### src/hw/rtl/plt_pkg.sv
// Shared types, constants and helper functions for the piecewise-linear tone map.
`default_nettype none
package plt_pkg;

  // Number of curve segments; the thresholds of the segment search follow from it.
  localparam int Segments = 6;

  localparam int PixW    = 8;   // sample width
  localparam int SegW    = 3;   // segment index width
  localparam int CoefW   = 32;  // one signed Q16.16 coefficient
  localparam int RegW    = 2 * CoefW;
  localparam int FracW   = 16;  // fraction bits of Q16.16
  localparam int NumRegs = Segments + 1;
  localparam int IdxW    = $clog2(NumRegs);
  localparam int ProdW   = CoefW + PixW + 1;  // coefficient times a non-negative sample
  localparam int AccW    = ProdW + 1;         // product plus offset
  localparam int ScaleW  = PixW + $clog2(Segments + 1) + 1;

  localparam logic [IdxW-1:0] SatReg = IdxW'(Segments);

  // Results strictly above 254.0 in the saturation stage force full scale.
  localparam logic signed [AccW-1:0] SatHigh = AccW'(254 * (1 << FracW));

  typedef struct packed {
    logic signed [CoefW-1:0] gain;
    logic signed [CoefW-1:0] offset;
  } coef_t;

  typedef coef_t [NumRegs-1:0] coef_bank_t;

  localparam coef_t CoefReset = '{gain: CoefW'(1 << FracW), offset: '0};

  // Smallest k with x*Segments <= 255*(k+1); the last segment catches the rest.
  function automatic logic [SegW-1:0] pick_segment(input logic [PixW-1:0] x);
    logic [SegW-1:0]   k;
    logic              found;
    logic [ScaleW-1:0] xs;
    k     = SegW'(Segments - 1);
    found = 1'b0;
    xs    = ScaleW'(x) * ScaleW'(Segments);
    for (int i = 0; i < Segments - 1; i++) begin
      if (!found && xs <= ScaleW'(255 * (i + 1))) begin
        k     = SegW'(i);
        found = 1'b1;
      end
    end
    return k;
  endfunction

  // Floor of a Q16.16 value, clamped to the sample range.
  function automatic logic [PixW-1:0] floor_clamp(input logic signed [AccW-1:0] v);
    logic [PixW-1:0] r;
    if (v[AccW-1]) begin
      r = '0;
    end else if (|v[AccW-2:FracW+PixW]) begin
      r = '1;
    end else begin
      r = v[FracW+PixW-1:FracW];
    end
    return r;
  endfunction

endpackage
`default_nettype wire

### src/hw/rtl/plt_stream_if.sv
// Valid/ready stream interfaces for the sample input and the mapped sample output.
`default_nettype none
interface plt_in_if;
  import plt_pkg::*;

  logic            valid;
  logic            ready;
  logic [PixW-1:0] pixel_in;

  modport source (output valid, output pixel_in, input ready);
  modport sink   (input valid, input pixel_in, output ready);
endinterface

interface plt_out_if;
  import plt_pkg::*;

  logic            valid;
  logic            ready;
  logic [PixW-1:0] pixel_out;
  logic [SegW-1:0] segment;

  modport source (output valid, output pixel_out, output segment, input ready);
  modport sink   (input valid, input pixel_out, input segment, output ready);
endinterface
`default_nettype wire

### src/hw/rtl/plt_coef_regs.sv
// Coefficient register file: segment and saturation gain/offset pairs.
`default_nettype none
module plt_coef_regs (
  input  wire logic                   clk,
  input  wire logic                   rst,
  input  wire logic                   cfg_we,
  input  wire logic [plt_pkg::IdxW-1:0] cfg_index,
  input  wire logic [plt_pkg::RegW-1:0] cfg_data,
  output plt_pkg::coef_bank_t         coefs
);
  import plt_pkg::*;

  coef_bank_t bank;

  // Writes to an index past the last register are dropped.
  always_ff @(posedge clk) begin
    if (rst) begin
      for (int i = 0; i < NumRegs; i++) begin
        bank[i] <= CoefReset;
      end
    end else if (cfg_we && cfg_index < IdxW'(NumRegs)) begin
      bank[cfg_index] <= coef_t'(cfg_data);
    end
  end

  assign coefs = bank;

endmodule
`default_nettype wire

### src/hw/rtl/piecewise_linear_tone_map.sv
// Top level of the piecewise-linear tone map with its five-stage datapath.
// A sample accepted into stage 1 moves through stages 2, 3 and 4 and is on the outputs
// once it reaches stage 5, where its transaction can complete.
// Throughput: one sample per cycle; each stage holds only while the stage after it is full.
// The pipeline limit is the two 32x9 multipliers, each followed by its own register.
// Reset (rst, synchronous) empties every stage and loads all coefficient pairs
// with gain 1.0 and offset 0.0, so the block maps each sample to itself.
`default_nettype none
module piecewise_linear_tone_map (
  input  wire logic                     clk,
  input  wire logic                     rst,
  input  wire logic                     cfg_we,
  input  wire logic [plt_pkg::IdxW-1:0] cfg_index,
  input  wire logic [plt_pkg::RegW-1:0] cfg_data,
  plt_in_if.sink                        pix_in,
  plt_out_if.source                     pix_out
);
  import plt_pkg::*;

  // Coefficients only change while the pipeline is empty: the user is bound to this, the block
  // itself does not enforce it, and every stage reads the live register file.
  coef_bank_t coefs;

  plt_coef_regs u_coef_regs (
    .clk       (clk),
    .rst       (rst),
    .cfg_we    (cfg_we),
    .cfg_index (cfg_index),
    .cfg_data  (cfg_data),
    .coefs     (coefs)
  );

  // Stage 1 holds the sample and its segment, stage 2 the curve product, stage 3
  // the clamped curve value, stage 4 the saturation product and stage 5 the result.
  logic                    s1_vld, s2_vld, s3_vld, s4_vld, s5_vld;
  logic                    s1_rdy, s2_rdy, s3_rdy, s4_rdy, s5_rdy;
  logic [PixW-1:0]         s1_x;
  logic [SegW-1:0]         s1_seg, s2_seg, s3_seg, s4_seg, s5_seg;
  logic signed [ProdW-1:0] s2_prod, s4_prod;
  logic [PixW-1:0]         s3_p1, s5_pix;

  logic signed [ProdW-1:0] s2_prod_next, s4_prod_next;
  logic signed [AccW-1:0]  v1, v2;
  logic [PixW-1:0]         s3_p1_next, s5_pix_next;
  coef_t                   seg_coef, sat_coef;

  // A stage can take a new transaction when it is empty or its content moves on
  // in the same cycle; bubbles are therefore squeezed out during a stall.
  assign s5_rdy = !s5_vld || pix_out.ready;
  assign s4_rdy = !s4_vld || s5_rdy;
  assign s3_rdy = !s3_vld || s4_rdy;
  assign s2_rdy = !s2_vld || s3_rdy;
  assign s1_rdy = !s1_vld || s2_rdy;

  assign pix_in.ready = s1_rdy;

  // Curve stage: select the segment pair, multiply, then add the offset and clamp.
  assign seg_coef     = coefs[s1_seg];
  assign s2_prod_next = ProdW'(seg_coef.gain) * ProdW'($signed({1'b0, s1_x}));
  assign v1           = AccW'(s2_prod) + AccW'(coefs[s2_seg].offset);
  assign s3_p1_next   = floor_clamp(v1);

  // Saturation stage: same shape, but anything above 254.0 gives full scale.
  assign sat_coef     = coefs[SatReg];
  assign s4_prod_next = ProdW'(sat_coef.gain) * ProdW'($signed({1'b0, s3_p1}));
  assign v2           = AccW'(s4_prod) + AccW'(sat_coef.offset);
  assign s5_pix_next  = (v2 > SatHigh) ? '1 : floor_clamp(v2);

  always_ff @(posedge clk) begin
    if (rst) begin
      s1_vld <= 1'b0;
      s2_vld <= 1'b0;
      s3_vld <= 1'b0;
      s4_vld <= 1'b0;
      s5_vld <= 1'b0;
    end else begin
      if (s1_rdy) s1_vld <= pix_in.valid;
      if (s2_rdy) s2_vld <= s1_vld;
      if (s3_rdy) s3_vld <= s2_vld;
      if (s4_rdy) s4_vld <= s3_vld;
      if (s5_rdy) s5_vld <= s4_vld;
    end
  end

  always_ff @(posedge clk) begin
    if (s1_rdy) begin
      s1_x   <= pix_in.pixel_in;
      s1_seg <= pick_segment(pix_in.pixel_in);
    end
    if (s2_rdy) begin
      s2_prod <= s2_prod_next;
      s2_seg  <= s1_seg;
    end
    if (s3_rdy) begin
      s3_p1  <= s3_p1_next;
      s3_seg <= s2_seg;
    end
    if (s4_rdy) begin
      s4_prod <= s4_prod_next;
      s4_seg  <= s3_seg;
    end
    if (s5_rdy) begin
      s5_pix <= s5_pix_next;
      s5_seg <= s4_seg;
    end
  end

  assign pix_out.valid     = s5_vld;
  assign pix_out.pixel_out = s5_pix;
  assign pix_out.segment   = s5_seg;

  // An accepted transaction always lands in the first stage.
  a_intake: assert property (@(posedge clk) disable iff (rst)
    pix_in.valid && pix_in.ready |=> s1_vld)
    else $error("accepted sample did not enter stage 1");

  // A full saturation-product stage that cannot move keeps its contents.
  a_s4_hold: assert property (@(posedge clk) disable iff (rst)
    s4_vld && !s5_rdy |=> s4_vld && $stable(s4_prod) && $stable(s4_seg))
    else $error("stage 4 lost or changed a stalled transaction");

  // The reported segment is always one of the curve segments.
  a_seg_range: assert property (@(posedge clk) disable iff (rst)
    pix_out.valid |-> pix_out.segment <= SegW'(Segments - 1))
    else $error("segment index out of range");

endmodule
`default_nettype wire
### src/flat_wrapper.sv
// flat-port wrapper written by rule: the top's interface ports become plain ports
module piecewise_linear_tone_map_flat import plt_pkg::*;
  (clk, rst, cfg_we, cfg_index, cfg_data, pix_in_valid, pix_in_pixel_in, pix_in_ready, pix_out_valid, pix_out_pixel_out, pix_out_segment, pix_out_ready);
  plt_in_if pix_in_i ();
  plt_out_if pix_out_i ();
  input  wire logic clk;
  input  wire logic rst;
  input  wire logic cfg_we;
  input  wire logic [plt_pkg::IdxW-1:0] cfg_index;
  input  wire logic [plt_pkg::RegW-1:0] cfg_data;
  input wire logic [$bits(pix_in_i.valid)-1:0] pix_in_valid;
  input wire logic [$bits(pix_in_i.pixel_in)-1:0] pix_in_pixel_in;
  output wire logic [$bits(pix_in_i.ready)-1:0] pix_in_ready;
  output wire logic [$bits(pix_out_i.valid)-1:0] pix_out_valid;
  output wire logic [$bits(pix_out_i.pixel_out)-1:0] pix_out_pixel_out;
  output wire logic [$bits(pix_out_i.segment)-1:0] pix_out_segment;
  input wire logic [$bits(pix_out_i.ready)-1:0] pix_out_ready;
  assign pix_in_i.valid = pix_in_valid;
  assign pix_in_i.pixel_in = pix_in_pixel_in;
  assign pix_in_ready = pix_in_i.ready;
  assign pix_out_valid = pix_out_i.valid;
  assign pix_out_pixel_out = pix_out_i.pixel_out;
  assign pix_out_segment = pix_out_i.segment;
  assign pix_out_i.ready = pix_out_ready;
  piecewise_linear_tone_map u_core (.clk(clk), .rst(rst), .cfg_we(cfg_we), .cfg_index(cfg_index), .cfg_data(cfg_data), .pix_in(pix_in_i), .pix_out(pix_out_i));
endmodule
### config.mk
export PLATFORM = sky130hd
export DESIGN_NAME = piecewise_linear_tone_map_flat
export DESIGN_NICKNAME = d
export VERILOG_FILES = /design/src/hw/rtl/plt_pkg.sv /design/src/hw/rtl/plt_stream_if.sv /design/src/hw/rtl/plt_coef_regs.sv /design/src/hw/rtl/piecewise_linear_tone_map.sv /design/src/flat_wrapper.sv
export SDC_FILE = /design/constraint.sdc
export NUM_CORES = 2
export LEC_CHECK = 0
export CAP_MARGIN = 20
export CORE_MARGIN = 5
export CORE_UTILIZATION = 46
export DETAILED_ROUTE_END_ITERATION = 10
export DONT_BUFFER_PORTS = 1
export PLACE_DENSITY = 0.6
export RECOVER_POWER = 100
export SETUP_SLACK_MARGIN = 0.1
export SLEW_MARGIN = 5
export SYNTH_ARGS = -nofsm -noshare
export SYNTH_HDL_FRONTEND = slang
export SYNTH_SLANG_ARGS = --single-unit
### constraint.sdc
create_clock -name clk -period 6.8 [get_ports clk]
set_input_delay 1.36 -clock clk [delete_from_list [all_inputs] [get_ports clk]]
set_output_delay 1.36 -clock clk [all_outputs]
set_load 0.005 [all_outputs]
==> impl_metrics.py <==
metrics = {
    "detailed_routing": {
        "viasPerCell": 5.36,
        "ant_nets": 0,
        "drc_errors": 0,
        "drt-pass1-iter-count": 5,
        "drt_iter0_markers": 2535,
        "vias": 35000,
        "routedWlPerCell_um": 19.0,
        "wl_um": 124000,
    },
    "timing": {
        "holdWs_ns": 0.415,
        "post-route-min-period_ns": 6.47,
        "drv_slew": 535,
        "setup-violations-final": 0,
        "skew_ns": 0.0394,
        "worst_pin_slew_ns": 4.38,
        "rsz0062_at_grt": "true",
        "setup_slack_ns": 0.333,
        "fmax_mhz": 155,
        "hold_viol_final": 0,
        "max-slew-margin-rel_pct": -192,
        "period_share_pct": 95.1,
    },
    "clocking": {
        "cts-root-buf": "clkbuf_16",
        "clock_path_buffers": 3,
        "ctsHoldBuffers": 0,
        "clkTransAtPathRegs_ns": 0.06,
        "numCtsBuffers": 68,
        "cts.sinks": 574,
        "cts_tree": "yes",
        "clk_latency_ns": 0.64,
        "h-tree-depth": 3,
    },
    "grt": {
        "grt_max_degree": 454,
        "antenna_found_initial": 4,
        "grt-ovfl-total": 0,
        "grt_pass1_vias": 34100,
        "track_usage_pct": 23.6,
        "grt_pass1_wl_um": 195000,
    },
    "logic_synthesis": {
        "synth_ff_type": "dfxtp_1",
        "yosys.area_share.simple_pct": 18.9,
        "ys_seq_area_share_pct": 28.3,
        "synthesis.area_sq_um": 44900,
        "synth_fa_ha_area_share_pct": 24.8,
        "ys_warn_count": 0,
        "async_reset_ff_share_pct": 0,
        "synthMuxAreaShare_pct": 6.42,
        "synth_top_family_by_area": "adder cells",
        "synth_cell_type_count": 86,
        "synth_xor_area_share_pct": 2.20,
        "synth_edf_count": 121,
        "synth_compound_area_share_pct": 12.2,
        "synth_fp_nets": 5944,
        "syn_inst": 5211,
        "yosys_register_bits": 574,
        "synth.avg_cell_area_sq_um": 8.62,
    },
    "worst_setup_path": {
        "crit_required_ns": 7.15,
        "startpoint_type": "flop",
        "crit_type": "flop to flop",
        "worstPathMaxFanout": 8,
        "crit_path_end_kind": "flop",
        "critPathArrivalTime_ns": 6.82,
        "reg2reg_depth": 21,
    },
    "final_layout": {
        "final_cells": 6531,
        "drive_gt1_share_pct": 9.19,
        "final_nets": 5935,
        "area_growth_pct": 10.8,
        "fill_cells": 9150,
    },
    "power_and_ir_drop": {
        "irDropWorstVdd_uv": 218,
        "p_leak_nw": 21.6,
        "power_density_nw_per_um2": 220,
    },
    "outcome": {
        "violations": "max-capacitance violations, max-slew violations",
        "status": "finished, violations left",
    },
    "place": {
        "place.gp.congestion": 0.878,
        "place_hpwl_um": 90200,
        "post-place-ws_ns": -0.00792,
        "portBuffers": 0,
        "place_inst": 6373,
    },
    "worst_hold_path": {
        "hold-path-cell-count": 0,
        "holdCritPathClass": "flop to flop",
    },
    "job": {
        "maxCapViolations": 10,
    },
    "floorplanning": {
        "io_pins": 93,
        "die_area_sq_um": 104000,
        "fp.dieH_um": 323,
        "start_util_pct": 46.4,
        "die_x_um": 323,
        "rows": 114,
        "core_area_sq_um": 96900,
    },
}
## cell type report
type | instances | area [sq um] | area share, %
Clock buffer | 97 | 1990 | 4.01
Sequential cell | 574 | 12700 | 25.5
Antenna cell | 2 | 5.00 | 0.0101
Inverter | 572 | 2150 | 4.31
Clock inverter | 24 | 337 | 0.676
Tap cell | 1276 | 1600 | 3.21
Timing Repair Buffer | 194 | 1600 | 3.21
Multi-Input combinational cell | 3792 | 29400 | 59.1
## through the flow
stage	instance area, sq um	TNS (ns)	utilization [%]	power (mW)
floorplan	45000	0	-	6.26
global placement	46900	0	48.4	7.16
detailed placement	46900	-0.00792	48.4	7.20
CTS	49300	0	50.9	11.0
global route	49800	0	51.4	11.6
finish	49800	0	51.4	11.0
## worst max-delay path, cell delays in order (launching register included)
cell	delay [ns]
edfxtp_1	0.40
buf_12	0.16
mux4_2	0.53
mux2_4	0.32
buf_4	0.16
and2_1	0.17
fa_1	0.51
fa_2	0.59
fa_1	0.43
fa_1	0.56
ha_4	0.21
a21o_1	0.16
a21o_1	0.19
a21oi_2	0.14
nor2_1	0.07
o41ai_1	0.34
o21ai_1	0.15
a221o_1	0.36
buf_4	0.14
o21ai_0	0.27
o21ai_0	0.16
xor2_1	0.16
## cell usage after synthesis (11+ instances only)
| master | n | share of area [%] |
|---|---|---|
| o21a_1 | 17 | 0.28 |
| edfxtp_1 | 121 | 8.1 |
| fa_1 | 398 | 18 |
| clkbuf_1 | 237 | 2.0 |
| mux2_2 | 42 | 1.1 |
| nand3_1 | 29 | 0.32 |
| nor2_1 | 96 | 0.80 |
| and2_1 | 187 | 2.6 |
| mux4_2 | 64 | 3.2 |
| ha_1 | 255 | 7.1 |
| nor2b_1 | 143 | 2.0 |
| a21oi_1 | 574 | 6.4 |
| and3_1 | 15 | 0.21 |
| nand4_1 | 18 | 0.25 |
| nand2_1 | 1198 | 10 |
| buf_1 | 25 | 0.21 |
| a211oi_1 | 12 | 0.20 |
| o21ai_0 | 130 | 1.4 |
| o21bai_1 | 25 | 0.42 |
| dfxtp_1 | 453 | 20 |
| inv_1 | 572 | 4.8 |
| a21o_1 | 49 | 0.82 |
| nand2b_1 | 92 | 1.3 |
| mux2i_1 | 97 | 2.2 |
| nand3b_1 | 12 | 0.20 |
| o211ai_1 | 11 | 0.18 |
| xor2_1 | 33 | 0.64 |
| xnor2_1 | 80 | 1.6 |
| a31oi_1 | 21 | 0.29 |
| nor3_1 | 39 | 0.43 |
## where the power goes
part           switching (mW)  internal, mW  leakage [nW]
combinational            1.87          1.33          15.5
sequential              0.232          3.80          5.01
clock                    1.54          2.19          1.12
## routing by layer
layer / vias up / part of all wire [%] / global-route usage (%)
met3: 170 / 6.4 / 4.46
li1: 17000 / - / -
met4: 4 / 3.3 / 7.29
met2: 852 / 44 / 36.6
met1: 17000 / 46 / 33.7
met5: - / 0.017 / 0
## final timing paths
kind                                       start                                  end  slack (ns)
hold / removal        u_core.s4_seg[1]$_DFFE_PP_  u_core.pix_out.segment[1]$_DFFE_PP_        0.41
setup reg to reg  u_core.s1_seg[0]$_SDFFCE_PP0P_         u_core.s2_prod[31]$_DFFE_PP_        0.33
hold reg to reg       u_core.s4_seg[1]$_DFFE_PP_  u_core.pix_out.segment[1]$_DFFE_PP_        0.41
setup / recovery  u_core.s1_seg[0]$_SDFFCE_PP0P_         u_core.s2_prod[31]$_DFFE_PP_        0.33
## sequential cells by signal, summed over array words and instances, names as in the netlist, 3 cells and up
register                  cells
u_core.u_coef_regs.coefs    448
u_core.s3_seg                 3
u_core.s2_prod               41
u_core.pix_out.pixel_out      8
u_core.s1_x                   8
u_core.pix_out.segment        3
u_core.s2_seg                 3
u_core.s1_seg                 3
u_core.s4_prod               41
u_core.s3_p1                  8
u_core.s4_seg                 3
## logic make-up (layout without fill, tap and decap cells)
logic type                 Yosys count  after routing
xor gates and xnor gates           113            113
muxes                              203            203
buffers and inverters              845            887
and+or+nand+nor                   1876           1876
DFF                                574            574
other                                0              2
AOI/OAI and AO/OA                  947            947
adders and majority gates          653            653
## cell usage in the layout, fill, tap and decap left out, types with 10 or more instances in the layout
master	Yosys	layout
nand3_1	29	25
o211ai_1	11	11
clkbuf_8	0	12
o21bai_1	25	24
inv_1	572	566
nand4_1	18	19
nand2b_1	92	89
a21o_1	49	49
and2_1	187	185
clkbuf_1	237	27
o21ai_1	7	12
nand2_1	1198	1196
nor3_1	39	39
clkbuf_16	0	72
o21a_1	17	17
and3_1	15	15
mux4_2	64	64
o31a_1	10	10
a211oi_1	12	10
mux2i_1	97	86
buf_4	10	159
nand3b_1	12	12
nor2_1	96	93
edfxtp_1	121	121
dfxtp_1	453	453
xnor2_1	80	80
xor2_1	33	33
nor2b_1	143	139
o31ai_1	10	11
a31oi_1	21	19
fa_1	398	395
mux2_2	42	38
o21ai_0	130	118
a21oi_1	574	570
buf_12	0	10
ha_1	255	249
## repair_timing
action,4_1_cts,5_1_grt
pin swaps,6,38
resized for setup,18,73
endpoints found under the setup margin,2,7
gates cloned,0,1
setup buffers,6,28
hold endpoints to repair,0,0
(Power assumes the default switching activity.)
